`src/rtl/mpool_pkg.sv`:
```
// Shared constants and types for the streaming max-pooling block.
`timescale 1ns / 1ps
`default_nettype none

package mpool_pkg;

  // Sizing of the line buffer, the counters and the sample word.
  localparam int MAX_COLS    = 1024;
  localparam int MAX_ROWS    = 1024;
  localparam int SAMPLE_BITS = 16;

  localparam int COL_W = $clog2(MAX_COLS);
  localparam int ROW_W = $clog2(MAX_ROWS);

  // Configuration register widths are fixed by the register map.
  localparam int CFG_DIM_W  = 11;
  localparam int CFG_POOL_W = 5;
  localparam int CFG_DATA_W = 11;
  localparam int CFG_IDX_W  = 2;

  localparam logic [CFG_IDX_W-1:0] CFG_MAP_ROWS  = CFG_IDX_W'(0);
  localparam logic [CFG_IDX_W-1:0] CFG_MAP_COLS  = CFG_IDX_W'(1);
  localparam logic [CFG_IDX_W-1:0] CFG_POOL_SIZE = CFG_IDX_W'(2);

  localparam logic [CFG_DIM_W-1:0]  RST_MAP_ROWS  = CFG_DIM_W'(28);
  localparam logic [CFG_DIM_W-1:0]  RST_MAP_COLS  = CFG_DIM_W'(28);
  localparam logic [CFG_POOL_W-1:0] RST_POOL_SIZE = CFG_POOL_W'(2);

  // Window side limit and the in-window counter width.
  localparam int POOL_MAX = 16;
  localparam int WIN_W    = $clog2(POOL_MAX);

  // Width that holds any effective map dimension, including MAX_ROWS/MAX_COLS.
  localparam int DIM_A = ($clog2(MAX_ROWS + 1) > CFG_DIM_W) ? $clog2(MAX_ROWS + 1) : CFG_DIM_W;
  localparam int DIM_W = ($clog2(MAX_COLS + 1) > DIM_A) ? $clog2(MAX_COLS + 1) : DIM_A;

  // Depths of the small queues.
  localparam int MQ_DEPTH = 4;
  localparam int MQ_PTR_W = $clog2(MQ_DEPTH);
  localparam int MQ_CNT_W = $clog2(MQ_DEPTH + 1);
  localparam int OQ_DEPTH = 4;
  localparam int OQ_PTR_W = $clog2(OQ_DEPTH);
  localparam int OQ_CNT_W = $clog2(OQ_DEPTH + 1);

  // One finished window row span, handed from the front to the back.
  typedef struct packed {
    logic signed [SAMPLE_BITS-1:0] value;
    logic [COL_W-1:0]              oc;
    logic                          first_row;
    logic                          band_end;
    logic                          map_done;
  } span_t;

  // One pooled result waiting on the output side.
  typedef struct packed {
    logic signed [SAMPLE_BITS-1:0] value;
    logic                          map_done;
  } result_t;

  // Handshake between the span queue and the back end.
  typedef struct packed {
    logic  valid;
    span_t head;
  } span_q_t;

endpackage

`default_nettype wire

```
`src/rtl/mpool_front.sv`:
```
// Front end: configuration registers, position counters and row-span maxima.
`timescale 1ns / 1ps
`default_nettype none

module mpool_front (
  input  wire logic                                      clk,
  input  wire logic                                      rst_n,
  input  wire logic                                      cfg_wr_en,
  input  wire logic [mpool_pkg::CFG_IDX_W-1:0]           cfg_index,
  input  wire logic [mpool_pkg::CFG_DATA_W-1:0]          cfg_wr_data,
  input  wire logic                                      in_push,
  input  wire logic signed [mpool_pkg::SAMPLE_BITS-1:0]  in_sample,
  output logic                                           in_full,
  input  wire logic                                      q_full,
  output logic                                           q_push,
  output mpool_pkg::span_t                               q_entry
);

  localparam int DW = mpool_pkg::DIM_W;
  localparam int PW = mpool_pkg::CFG_POOL_W;

  logic [mpool_pkg::CFG_DIM_W-1:0]  rows_r, cols_r;
  logic [PW-1:0]                    pool_r;
  logic [mpool_pkg::ROW_W-1:0]      row_pos_r, row_pos_nxt;
  logic [mpool_pkg::COL_W-1:0]      col_pos_r, col_pos_nxt;
  logic [mpool_pkg::COL_W-1:0]      oc_r, oc_nxt;
  logic [mpool_pkg::WIN_W-1:0]      riw_r, riw_nxt;
  logic [mpool_pkg::WIN_W-1:0]      ciw_r, ciw_nxt;
  logic signed [mpool_pkg::SAMPLE_BITS-1:0] wm_r, wm_nxt;

  logic [DW-1:0] rows_eff, cols_eff;
  logic [PW-1:0] pool_eff;
  logic accept, cfg_known;
  logic row_end, col_end, ciw_last, riw_last, span_end, band_end;

  // Zero acts as one, oversize clamps to the limit.
  always_comb begin
    rows_eff = DW'(rows_r);
    if (rows_r == '0) begin
      rows_eff = DW'(1);
    end else if (DW'(rows_r) > DW'(mpool_pkg::MAX_ROWS)) begin
      rows_eff = DW'(mpool_pkg::MAX_ROWS);
    end
    cols_eff = DW'(cols_r);
    if (cols_r == '0) begin
      cols_eff = DW'(1);
    end else if (DW'(cols_r) > DW'(mpool_pkg::MAX_COLS)) begin
      cols_eff = DW'(mpool_pkg::MAX_COLS);
    end
    pool_eff = pool_r;
    if (pool_r == '0) begin
      pool_eff = PW'(1);
    end else if (pool_r > PW'(mpool_pkg::POOL_MAX)) begin
      pool_eff = PW'(mpool_pkg::POOL_MAX);
    end
  end

  assign in_full = q_full;
  assign accept  = in_push && !q_full;

  assign row_end  = (DW'(col_pos_r) + DW'(1)) == cols_eff;
  assign col_end  = (DW'(row_pos_r) + DW'(1)) == rows_eff;
  assign ciw_last = (PW'(ciw_r) + PW'(1)) == pool_eff;
  assign riw_last = (PW'(riw_r) + PW'(1)) == pool_eff;
  assign span_end = ciw_last || row_end;
  assign band_end = riw_last || col_end;

  always_comb begin
    wm_nxt = wm_r;
    if (ciw_r == '0 || in_sample > wm_r) begin
      wm_nxt = in_sample;
    end
  end

  always_comb begin
    row_pos_nxt = row_pos_r;
    col_pos_nxt = col_pos_r;
    oc_nxt      = oc_r;
    riw_nxt     = riw_r;
    ciw_nxt     = ciw_r;
    if (row_end) begin
      col_pos_nxt = '0;
      ciw_nxt     = '0;
      oc_nxt      = '0;
      if (col_end) begin
        row_pos_nxt = '0;
        riw_nxt     = '0;
      end else begin
        row_pos_nxt = row_pos_r + mpool_pkg::ROW_W'(1);
        riw_nxt     = riw_last ? '0 : riw_r + mpool_pkg::WIN_W'(1);
      end
    end else begin
      col_pos_nxt = col_pos_r + mpool_pkg::COL_W'(1);
      ciw_nxt     = ciw_last ? '0 : ciw_r + mpool_pkg::WIN_W'(1);
      oc_nxt      = ciw_last ? oc_r + mpool_pkg::COL_W'(1) : oc_r;
    end
  end

  assign q_push            = accept && span_end;
  assign q_entry.value     = wm_nxt;
  assign q_entry.oc        = oc_r;
  assign q_entry.first_row = (riw_r == '0);
  assign q_entry.band_end  = band_end;
  assign q_entry.map_done  = row_end && col_end;

  assign cfg_known = (cfg_index == mpool_pkg::CFG_MAP_ROWS) ||
                     (cfg_index == mpool_pkg::CFG_MAP_COLS) ||
                     (cfg_index == mpool_pkg::CFG_POOL_SIZE);

  always_ff @(posedge clk) begin
    if (!rst_n) begin
      rows_r    <= mpool_pkg::RST_MAP_ROWS;
      cols_r    <= mpool_pkg::RST_MAP_COLS;
      pool_r    <= mpool_pkg::RST_POOL_SIZE;
      row_pos_r <= '0;
      col_pos_r <= '0;
      oc_r      <= '0;
      riw_r     <= '0;
      ciw_r     <= '0;
      wm_r      <= '0;
    end else if (cfg_wr_en) begin
      case (cfg_index)
        mpool_pkg::CFG_MAP_ROWS:  rows_r <= mpool_pkg::CFG_DIM_W'(cfg_wr_data);
        mpool_pkg::CFG_MAP_COLS:  cols_r <= mpool_pkg::CFG_DIM_W'(cfg_wr_data);
        mpool_pkg::CFG_POOL_SIZE: pool_r <= cfg_wr_data[PW-1:0];
        default: ;
      endcase
      // Restart the map on any known register write.
      if (cfg_known) begin
        row_pos_r <= '0;
        col_pos_r <= '0;
        oc_r      <= '0;
        riw_r     <= '0;
        ciw_r     <= '0;
        wm_r      <= '0;
      end
    end else if (accept) begin
      row_pos_r <= row_pos_nxt;
      col_pos_r <= col_pos_nxt;
      oc_r      <= oc_nxt;
      riw_r     <= riw_nxt;
      ciw_r     <= ciw_nxt;
      wm_r      <= wm_nxt;
    end
  end

endmodule

`default_nettype wire

```
`config.mk`:
```
export PLATFORM = sky130hd
export DESIGN_NAME = mpool_front
export DESIGN_NICKNAME = d
export VERILOG_FILES = /design/src/rtl/mpool_pkg.sv /design/src/rtl/mpool_front.sv
export SDC_FILE = /design/constraint.sdc
export NUM_CORES = 1
export LEC_CHECK = 0
export ABC_CLOCK_PERIOD_IN_PS = 9200
export BUFFER_PORTS_ARGS = -buffer_cell sky130_fd_sc_hd__buf_2
export CAP_MARGIN = 20
export CORE_MARGIN = 1
export CORE_UTILIZATION = 55
export DETAILED_ROUTE_END_ITERATION = 10
export PLACE_DENSITY = 0.76
export SYNTH_ARGS = -nofsm -noshare
export SYNTH_HDL_FRONTEND = slang
export SYNTH_SLANG_ARGS = --single-unit
```
`constraint.sdc`:
```
create_clock -name clk -period 9.2 [get_ports clk]
set_input_delay 1.38 -clock clk [delete_from_list [all_inputs] [get_ports clk]]
set_output_delay 1.38 -clock clk [all_outputs]
set_load 0.02 [all_outputs]
```
==> summary.md, run 1 <==
| Metric | Value |
|---|---|
| Remaining antenna violation count | `0` |
| Synth Net Count | `697` |
| Crit end category | `output port` |
| Switching pwr | `between 200 and 250 µW` |
| Routability cong. | `0.870` |
| GRT Total Usage | `0.262` |
| H-tree levels | `3` |
| Die Ht | `just under 100 µm` |
| Post-layout util | `0.640` |
| Number of cells after detailed placement | `777` |
| Cells after synthesis | `640` |
| Placement row count | `34` |
| Vias in the first global route | `4522` |
| Max-cap violations | `0` |
| Main synth FF type | `dfxtp_1` |
| Initial antenna violation count | `0` |
| Mapped cell area | `5110 µm²` |
| TritonCTS Sinks | `81` |
| Worst slack, placed | `3.42 ns` |
| Total power divided by cell area | `134 nW/µm²` |
| Reg clk slew, reported paths | `0.09 ns` |
| RSZ-0062 raised after global routing | `false` |
| CTS Buf Count | `9` |
| Failing checks | `DRC` |
| Fin. max-slew vios | `0` |
| Status | `finished with violations` |
| Static Leak | `0.00218 µW` |
| Drt drc | `2` |
| IO Count | `65` |
| Crit path time final | `5.78 ns` |
| Yosys synthesis warning count | `0` |
| Nets | `739` |
| Pin count of the biggest net entering global routing | `47` |
| GRT overflow | `0` |
| Die Wd | `98.4 µm` |
| Reg power frac | `0.479` |
| ANT cells | `0` |
| TritonRoute pass-1 iters | `10` |
| Drt total wl | `12100 µm` |
| WL/cell | `15.3 µm` |
| Worst hold start | `wm_r[14]$_SDFFE_PN0P_` |
| Worst endpoint required time | `between 7 and 8 ns` |
| Post-CTS Resized | `0` |
| Post-CTS Setup Bufs | `0` |
| Most frequent cells in the layout | `97 x nand2_1, 81 x dfxtp_1, 65 x buf_2` |
| Root Driver | `clkbuf_8` |
| Final Hold Vio Count | `0` |
| Mean Syn Cell Area | `7.99 µm²` |
| Sw Ratio | `0.274` |
| WP data arrival | `4.40 ns` |
| CP Max Fanout | `25` |
| Period utilization | `0.628` |
| Via Count | `4754` |
| First-pass GRT wire length | `approximately 21000 µm` |
| Logic pwr share | `0.131` |
| Clk buf depth | `2` |
| Fmax | `173 MHz` |
| Final count of negative-setup-slack endpoints | `0` |
| Crit path from | `in_sample[5]` |
| Post-DP HPWL | `9020 µm` |
| Clock skew | `0.00818 ns` |
| I/O Buffers | `64` |
| Worst Hold Class | `reg -> reg` |
| Cts hold-fix bufs | `0` |
| Commonest non-fill, non-tap cell in the layout | `nand2_1` |
| Met3 Usage GRT | `0.0426` |
| Global routing's busiest layer | `met2` |
| Worst-margin pin slew | `0.942 ns` |
| Maximum vdd drop | `~0.077 mV` |
| Internal power | `approximately 550 µW` |
| Synthesized flop and latch total | `between 80 and 90` |
| Met2 Usage GRT | `0.433` |
| Starting Density | `0.578` |
| Die area | `9690 µm²` |
| PnR worst setup slack | `about 3.4 ns` |
| Clock power share | `0.390` |
| Critical path startpoint category | `input port` |
| Clock Latency Late Sink | `between 0.3 and 0.4 ns` |
| Post-synthesis cell type count | `74` |
| CTS tree | `yes` |
| Core region area | `8850 µm²` |
| Final non-filler cell total | `795` |
| Vias per cell | `5.98` |
| Layout cells sized above 1 | `0.148` |
| Share of synthesized registers carrying an async set or reset | `0` |
| Rel. slew slack | `0.372` |
| DR iter-0 viols | `280` |
| Reg-to-reg startpoint | `col_pos_r[0]$_SDFFE_PN0P_` |
| M1 GR Usage | `0.345` |
| Register area share after synthesis | `0.317` |
| Layout area overhead | `10.8%` |
| EDFF count, synth | `0` |
| TNS Setup | `0 ns` |
| Kind of critical path | `in -> out` |
cell usage after synthesis, types with 5 or more instances:
master	instances	area [µm²]
nand2_1	97	364
o2bb2ai_1	5	43.8
nor2b_1	15	93.8
a21o_1	8	60.1
nand4_1	13	81.3
xor2_1	9	78.8
mux2i_1	10	100
o21ai_0	29	145
nor3_1	16	80.1
a31oi_1	12	75.1
nand3b_1	7	52.6
a21boi_0	22	165
nor4_1	6	37.5
a21oi_1	17	85.1
nand2b_1	10	62.6
nor3b_1	5	37.5
o211ai_1	5	37.5
dfxtp_1	81	1620
nor2_1	26	97.6
xnor2_1	21	184
and2_1	6	37.5
and3_1	6	37.5
buf_4	5	37.5
nand3_1	27	135
a32o_1	16	160
o22ai_1	7	43.8
inv_1	36	135
ha_1	23	288
clkbuf_1	31	116
area by class of cell:
cell class | count | area [µm²]
clock buffers | 9 | 124
clock inverters | 7 | 101
fillers | 792 | 3180
inverters | 36 | 135
multi-input cells | 485 | 3190
flip-flops and latches | 81 | 1620
well taps | 108 | 135
repair buffers | 69 | 359
sequential cells by signal, indices dropped and copies added, names as in the netlist:
| name | flops |
|---|---|
| ciw_r | 4 |
| col_pos_r | 10 |
| cols_r | 11 |
| oc_r | 10 |
| pool_r | 5 |
| riw_r | 4 |
| row_pos_r | 10 |
| rows_r | 11 |
| wm_r | 16 |
logic make-up after synthesis:
group,after synthesis,synth area share
buf+inv,74,0.0594
compound gates,160,0.225
xor+xnor,31,0.0558
fa+ha+maj,24,0.0582
mux,13,0.0262
flops,81,0.317
simple gates,257,0.258
power groups by stage:
stage	clock network (µW)	registers (µW)	logic, µW
2_1_floorplan	0	370	70.1
3_3_place_gp	0	373	94.9
3_5_place_dp	0	373	98.0
4_1_cts	300	365	98.5
5_1_grt	315	366	110
6_report	297	365	99.6
metal layers:
metal	up-vias	wire length, µm
met4	0	204
met2	129	5700
met3	20	625
met1	2215	5620
met5	-	0
li1	2390	-
through the flow:
stage / power [µW] / instance area, µm² / hold slack [ns]
after CTS: 764 / 5650 / 0.476
after global placement: 468 / 5420 / 0.447
final: 761 / 5670 / 0.478
after floorplan: 440 / 5110 / 0.442
after global routing: 792 / 5670 / 0.494
after detailed placement: 471 / 5420 / 0.456
critical path: stages:
cell	delay (ns)
buf_2	0.12
ha_1	0.30
a21o_1	0.18
a21o_1	0.16
a21oi_1	0.16
o22ai_1	0.11
or4_1	0.51
nand3_1	0.57
buf_4	0.37
mux2_2	0.36
buf_2	0.15
worst paths after layout:
kind / to / cells after the start / slack (ns)
max reg2reg: oc_r[4]$_SDFFE_PN0P_ / 9 / 5.61
max: q_entry[13] / 11 / 3.42
min reg2reg: wm_r[14]$_SDFFE_PN0P_ / 1 / 0.48
min: wm_r[14]$_SDFFE_PN0P_ / 1 / 0.48
Power figures use the tool's default switching activity.
==> run 2, diff against run 1 <==
--- a/config.mk
+++ b/config.mk
@@ -5,7 +5,7 @@
 export SDC_FILE = /design/constraint.sdc
 export NUM_CORES = 1
 export LEC_CHECK = 0
-export ABC_CLOCK_PERIOD_IN_PS = 9200
+export ABC_CLOCK_PERIOD_IN_PS = 5700
 export BUFFER_PORTS_ARGS = -buffer_cell sky130_fd_sc_hd__buf_2
 export CAP_MARGIN = 20
 export CORE_MARGIN = 1
==> constraint.sdc (replaced) <==
create_clock -name clk -period 5.7 [get_ports clk]
set_input_delay 0.855 -clock clk [delete_from_list [all_inputs] [get_ports clk]]
set_output_delay 0.855 -clock clk [all_outputs]
set_load 0.02 [all_outputs]
==> summary.md, run 2 (same netlist as run 1, synthesis figures left out) <==
| Metric | Value |
|---|---|
| Worst endpoint required time | `4.85 ns (was 7.82 ns)` |
| Clock skew | `0.0152 ns (was 0.00818 ns)` |
| Layout cells sized above 1 | `0.150 (was 0.148)` |
| Most frequent cells in the layout | `97 x nand2_1, 81 x dfxtp_1, 65 x buf_2 (unchanged)` |
| Critical Path, Cell by Cell | `buf_2, ha_1, a21o_1, a21o_1, a21oi_1, o22ai_1, or4_1, nand3_1, buf_4, mux2_2, buf_2 (unchanged)` |
| WP data arrival | `3.34 ns (was 4.40 ns)` |
| Post-CTS Setup Bufs | `0 (unchanged)` |
| Static Leak | `0.00218 µW (about the same)` |
| Clock power share | `0.368 (was 0.390)` |
| Max reg flops | `16 (unchanged)` |
| Sw Ratio | `0.286 (was 0.274)` |
| Crit-path max cell delay | `0.51 ns (was 0.57 ns)` |
| Starting Density | `0.578 (unchanged)` |
| TritonCTS Sinks | `81 (unchanged)` |
| GRT overflow | `0 (unchanged)` |
| CP Max Fanout | `24 (was 25)` |
| Vias per cell | `6.04 (was 5.98)` |
| Commonest non-fill, non-tap cell in the layout | `nand2_1 (unchanged)` |
| Switching pwr | `339 µW (was 209 µW)` |
| IO Count | `65 (unchanged)` |
| Layout area overhead | `10.3% (was 10.8%)` |
| Initial antenna violation count | `0 (unchanged)` |
| Core region area | `8850 µm² (unchanged)` |
| Clock Latency Late Sink | `0.36 ns (about the same)` |
| Final Hold Vio Count | `0 (unchanged)` |
| Placement row count | `34 (unchanged)` |
| Nets | `740 (was 739)` |
| CTS Buf Count | `9 (unchanged)` |
| Total power divided by cell area | `210 nW/µm² (was 134 nW/µm²)` |
| Root Driver | `clkbuf_8 (unchanged)` |
| TritonRoute pass-1 iters | `8 (was 10)` |
| Post-DP HPWL | `8970 µm (was 9020 µm)` |
| Top delay family on crit path | `compound AO/OA/AOI/OAI gates (was simple AND/OR/NAND/NOR gates)` |
| Reg-to-reg startpoint | `col_pos_r[0]$_SDFFE_PN0P_ (unchanged)` |
| TNS Setup | `0 ns (unchanged)` |
| Reg clk slew, reported paths | `0.09 ns (about the same)` |
| RSZ-0062 raised after global routing | `false (unchanged)` |
| Drt drc | `6 (was 2)` |
| Crit path time final | `4.20 ns` |
| Clk buf depth | `2 (unchanged)` |
| Critical-path top delay cell | `or4_1 (was nand3_1)` |
| Die area | `9690 µm² (unchanged)` |
| Period utilization | `0.736` |
| Maximum vdd drop | `0.154 mV (was 0.0766 mV)` |
| Die Ht | `98.4 µm (unchanged)` |
| CTS tree | `yes (unchanged)` |
| WL/cell | `15.3 µm (about the same)` |
| Pin count of the biggest net entering global routing | `47 (unchanged)` |
| Post-layout power | `1190 µW (was 761 µW)` |
| Worst-margin pin slew | `0.941 ns (was 0.942 ns)` |
| Logic pwr share | `0.135 (was 0.131)` |
| Failing checks | `DRC (unchanged)` |
| Kind of critical path | `in -> out (unchanged)` |
| Bufs and invs on worst path | `3 (unchanged)` |
| Internal power | `847 µW (was 552 µW)` |
| Post-CTS Resized | `0 (unchanged)` |
| Drt total wl | `12100 µm (about the same)` |
| Die Wd | `98.4 µm (unchanged)` |
| Status | `finished with violations (unchanged)` |
| Largest regs | `wm_r (16), cols_r (11), rows_r (11) (unchanged)` |
| Rel. slew slack | `0.373 (was 0.372)` |
| H-tree levels | `3 (unchanged)` |
| Fin. max-slew vios | `0 (unchanged)` |
| GRT Total Usage | `0.263 (was 0.262)` |
| Cts hold-fix bufs | `0 (unchanged)` |
| Critical path startpoint category | `input port (unchanged)` |
| Routability cong. | `0.855 (was 0.870)` |
| DR iter-0 viols | `218 (was 280)` |
| I/O Buffers | `64 (unchanged)` |
| Reg with most FFs | `wm_r (unchanged)` |
| Crit path from | `in_sample[5] (unchanged)` |
| Final count of negative-setup-slack endpoints | `0 (unchanged)` |
| Vias in the first global route | `4518 (was 4522)` |
| Worst Hold Class | `reg -> reg (unchanged)` |
| Max-cap violations | `0 (unchanged)` |
| Crit end category | `output port (unchanged)` |
| Via Count | `4808 (was 4754)` |
| Fmax | `238 MHz` |
| First-pass GRT wire length | `21000 µm (was 20900 µm)` |
| Remaining antenna violation count | `0 (unchanged)` |
| Worst hold start | `wm_r[10]$_SDFFE_PN0P_ (was wm_r[14]$_SDFFE_PN0P_)` |
| Reg power frac | `0.497 (was 0.479)` |
| ANT cells | `0 (unchanged)` |
## run 2: changes by cell type in the layout (fill, tap and decap cells not counted), sizes merged
cell | previous run | this run
buf | 69 | 70
clkinv | 0 | 1
bufinv | 2 | 1
## run 2: metrics by stage
stage	utilization	instance area (µm²)	hold slack (ns)	cells	setup slack (ns)
detailed placement	0.614	5430	0.454	778	1.55
finish	0.638	5640	0.471	796	1.50
global route	0.638	5640	0.481	796	1.38
floorplan	-	5110	0.442	640	1.68
global placement	0.614	5430	0.447	778	1.61
CTS	0.636	5630	0.475	794	1.53
## run 2: routing by layer
| layer | wire [µm] | track usage | vias up |
|---|---|---|---|
| met5 | 0 | 0 | - |
| met4 | 220 | 0.0976 | 0 |
| met3 | 585 | 0.0376 | 22 |
| met2 | 5770 | 0.442 | 144 |
| met1 | 5570 | 0.344 | 2253 |
| li1 | - | - | 2389 |
## run 2: final cells by class
class                      count  area (µm²)
fill                         789        3200
multi-input combinational    485        3190
sequential                    81        1620
timing repair buffer          70         363
inverter                      36         135
tap                          108         135
clock buffer                   9         124
clock inverter                 7        76.3
## run 2: worst paths after layout
kind / to / slack, ns / cells past startpoint
worst max-delay path: q_entry[13] / 1.50 / 11
worst min-delay path: wm_r[10]$_SDFFE_PN0P_ / 0.47 / 1
worst max register to register: oc_r[9]$_SDFFE_PN0P_ / 2.12 / 9
worst min register to register: wm_r[10]$_SDFFE_PN0P_ / 0.47 / 1
## run 2: power by group through the flow
stage / clock, µW / sequential, µW / combinational (µW)
after floorplan: 0 / 597 / 113
after global placement: 0 / 601 / 154
after detailed placement: 0 / 602 / 158
after CTS: 440 / 589 / 159
after global routing: 466 / 591 / 179
final: 437 / 589 / 160
==> run 3, diff against run 2 <==
--- a/config.mk
+++ b/config.mk
@@ -5,7 +5,7 @@
 export SDC_FILE = /design/constraint.sdc
 export NUM_CORES = 1
 export LEC_CHECK = 0
-export ABC_CLOCK_PERIOD_IN_PS = 5700
+export ABC_CLOCK_PERIOD_IN_PS = 4300
 export BUFFER_PORTS_ARGS = -buffer_cell sky130_fd_sc_hd__buf_2
 export CAP_MARGIN = 20
 export CORE_MARGIN = 1
==> constraint.sdc (replaced) <==
create_clock -name clk -period 4.3 [get_ports clk]
set_input_delay 0.645 -clock clk [delete_from_list [all_inputs] [get_ports clk]]
set_output_delay 0.645 -clock clk [all_outputs]
set_load 0.02 [all_outputs]
==> summary.md, run 3 (same netlist as run 1, synthesis figures left out) <==
| Metric | Value |
|---|---|
| PnR worst setup slack | `0.428 ns (was 1.50 ns)` |
| Worst Hold Class | `reg -> reg (unchanged)` |
| Max reg flops | `16 (unchanged)` |
| Worst endpoint required time | `3.65 ns (was 4.85 ns)` |
| Post-CTS Resized | `0 (unchanged)` |
| Root Driver | `clkbuf_8 (unchanged)` |
| Kind of critical path | `reg -> out (was in -> out)` |
| GRT Total Usage | `0.259 (was 0.263)` |
| Crit path time final | `roughly 3.9 ns` |
| Clk buf depth | `2 (unchanged)` |
| Routability cong. | `0.863 (was 0.855)` |
| CP Max Fanout | `11 (was 24)` |
| TritonRoute pass-1 iters | `8 (unchanged)` |
| Worst-margin pin slew | `0.639 ns (was 0.941 ns)` |
| H-tree levels | `3 (unchanged)` |
| Post-CTS Setup Bufs | `0 (unchanged)` |
| Global routing's busiest layer | `met2 (unchanged)` |
| Final Hold Vio Count | `0 (unchanged)` |
| Finished Cell Area | `5670 µm² (was 5640 µm²)` |
| Maximum vdd drop | `0.140 mV (was 0.154 mV)` |
| Final count of negative-setup-slack endpoints | `0 (unchanged)` |
| Failing checks | `DRC (unchanged)` |
| M1 GR Usage | `0.331 (was 0.344)` |
| Pin count of the biggest net entering global routing | `46 (was 47)` |
| Layout area overhead | `10.8% (was 10.3%)` |
| First-pass GRT wire length | `20600 µm (was 21000 µm)` |
| CTS Buf Count | `9 (unchanged)` |
| Cts hold-fix bufs | `0 (unchanged)` |
| WL/cell | `15.2 µm (was 15.3 µm)` |
| IO Count | `65 (unchanged)` |
| Reg with most FFs | `wm_r (unchanged)` |
| Worst slack, placed | `0.514 ns (was 1.55 ns)` |
| Most frequent cells in the layout | `97 x nand2_1, 81 x dfxtp_1, 65 x buf_2 (unchanged)` |
| Die Ht | `98.4 µm (unchanged)` |
| Reg clk slew, reported paths | `0.08 ns (was 0.09 ns)` |
| Layout cells sized above 1 | `0.153 (was 0.150)` |
| Initial antenna violation count | `0 (unchanged)` |
| Met2 Usage GRT | `0.440 (was 0.442)` |
| Critical path startpoint category | `flip-flop (was input port)` |
| Vias in the first global route | `4524 (was 4518)` |
| Max-cap violations | `0 (unchanged)` |
| CTS tree | `yes (unchanged)` |
| FF-to-FF setup slack | `0.73 ns (was 2.12 ns)` |
| Die Wd | `98.4 µm (unchanged)` |
| Post-DP HPWL | `9060 µm (was 8970 µm)` |
| Placed cell area | `5450 µm² (was 5430 µm²)` |
| Fin. max-slew vios | `0 (unchanged)` |
| GRT overflow | `0 (unchanged)` |
| Drt drc | `6 (unchanged)` |
| Die area | `9690 µm² (unchanged)` |
| TNS Setup | `0 ns (unchanged)` |
| Final non-filler cell total | `799 (was 796)` |
| Period utilization | `0.900` |
| ANT cells | `0 (unchanged)` |
| Fmax | `between 200 and 300 MHz` |
| Starting Density | `0.578 (unchanged)` |
| Met3 Usage GRT | `0.0348 (was 0.0376)` |
| RSZ-0062 raised after global routing | `false (unchanged)` |
| Commonest non-fill, non-tap cell in the layout | `nand2_1 (unchanged)` |
| Remaining antenna violation count | `0 (unchanged)` |
| Via Count | `4796 (was 4808)` |
| Static Leak | `0.00219 µW (was 0.00218 µW)` |
| Crit end category | `output port (unchanged)` |
| Clock skew | `0.0173 ns (was 0.0152 ns)` |
| WP data arrival | `3.23 ns (was 3.34 ns)` |
| Largest regs | `wm_r (16), cols_r (11), rows_r (11) (unchanged)` |
| Rel. slew slack | `0.574 (was 0.373)` |
| Clock Latency Late Sink | `0.36 ns (about the same)` |
| Core region area | `8850 µm² (unchanged)` |
| Total power divided by cell area | `276 nW/µm² (was 210 nW/µm²)` |
| Vias per cell | `6.00 (was 6.04)` |
| Drt total wl | `12200 µm (was 12100 µm)` |
| Number of cells after detailed placement | `781 (was 778)` |
| Nets | `743 (was 740)` |
| TritonCTS Sinks | `81 (unchanged)` |
| DR iter-0 viols | `220 (was 218)` |
| Status | `finished with violations (unchanged)` |
| I/O Buffers | `64 (unchanged)` |
| Placement row count | `34 (unchanged)` |
run 3: cell types whose count changed in the layout (fill, tap and decap cells not counted):
cell / previous run / this run
buf_4: 5 / 8
run 3: layout make-up:
cell class,count,area (µm²)
multi-input combinational,485,3190
clock inverter,7,76.3
sequential,81,1620
tap,108,135
clock buffer,9,124
fill,748,3180
inverter,36,135
timing repair buffer,73,385
run 3: where the power goes:
group,leakage [µW],switching [µW],internal (µW)
Combinational,0.00144,129,86.2
Clock,0.0000966,294,273
Sequential,0.000656,16.3,765
run 3: layer usage:
layer / wire (µm) / part of all wire / up-vias
met5: 0 / 0 / -
met4: 254 / 0.021 / 0
met3: 636 / 0.052 / 26
met2: 5830 / 0.48 / 137
met1: 5470 / 0.45 / 2245
li1: - / - / 2388
run 3: final timing paths:
kind	startpoint	endpoint	cells past startpoint
max	row_pos_r[0]$_SDFFE_PN0P_	q_entry[0]	9
min	wm_r[8]$_SDFFE_PN0P_	wm_r[8]$_SDFFE_PN0P_	1
max reg2reg	col_pos_r[0]$_SDFFE_PN0P_	oc_r[8]$_SDFFE_PN0P_	9
min reg2reg	wm_r[8]$_SDFFE_PN0P_	wm_r[8]$_SDFFE_PN0P_	1
run 3: per-stage QoR:
step	hold WS, ns	util	power, µW
final	0.470	0.640	1560
after global routing	0.496	0.640	1630
after CTS	0.475	0.639	1570
after detailed placement	0.455	0.616	1010
after global placement	0.447	0.616	1000
after floorplan	0.442	-	941
run 3: worst max-delay path: stages (launching register included):
cell	delay [ns]
dfxtp_1	0.49
ha_1	0.31
nand3_1	0.24
nor4_1	0.43
xnor2_1	0.21
nand3b_1	0.20
o211ai_1	0.22
nand3_1	0.37
nor2_1	0.21
buf_2	0.19
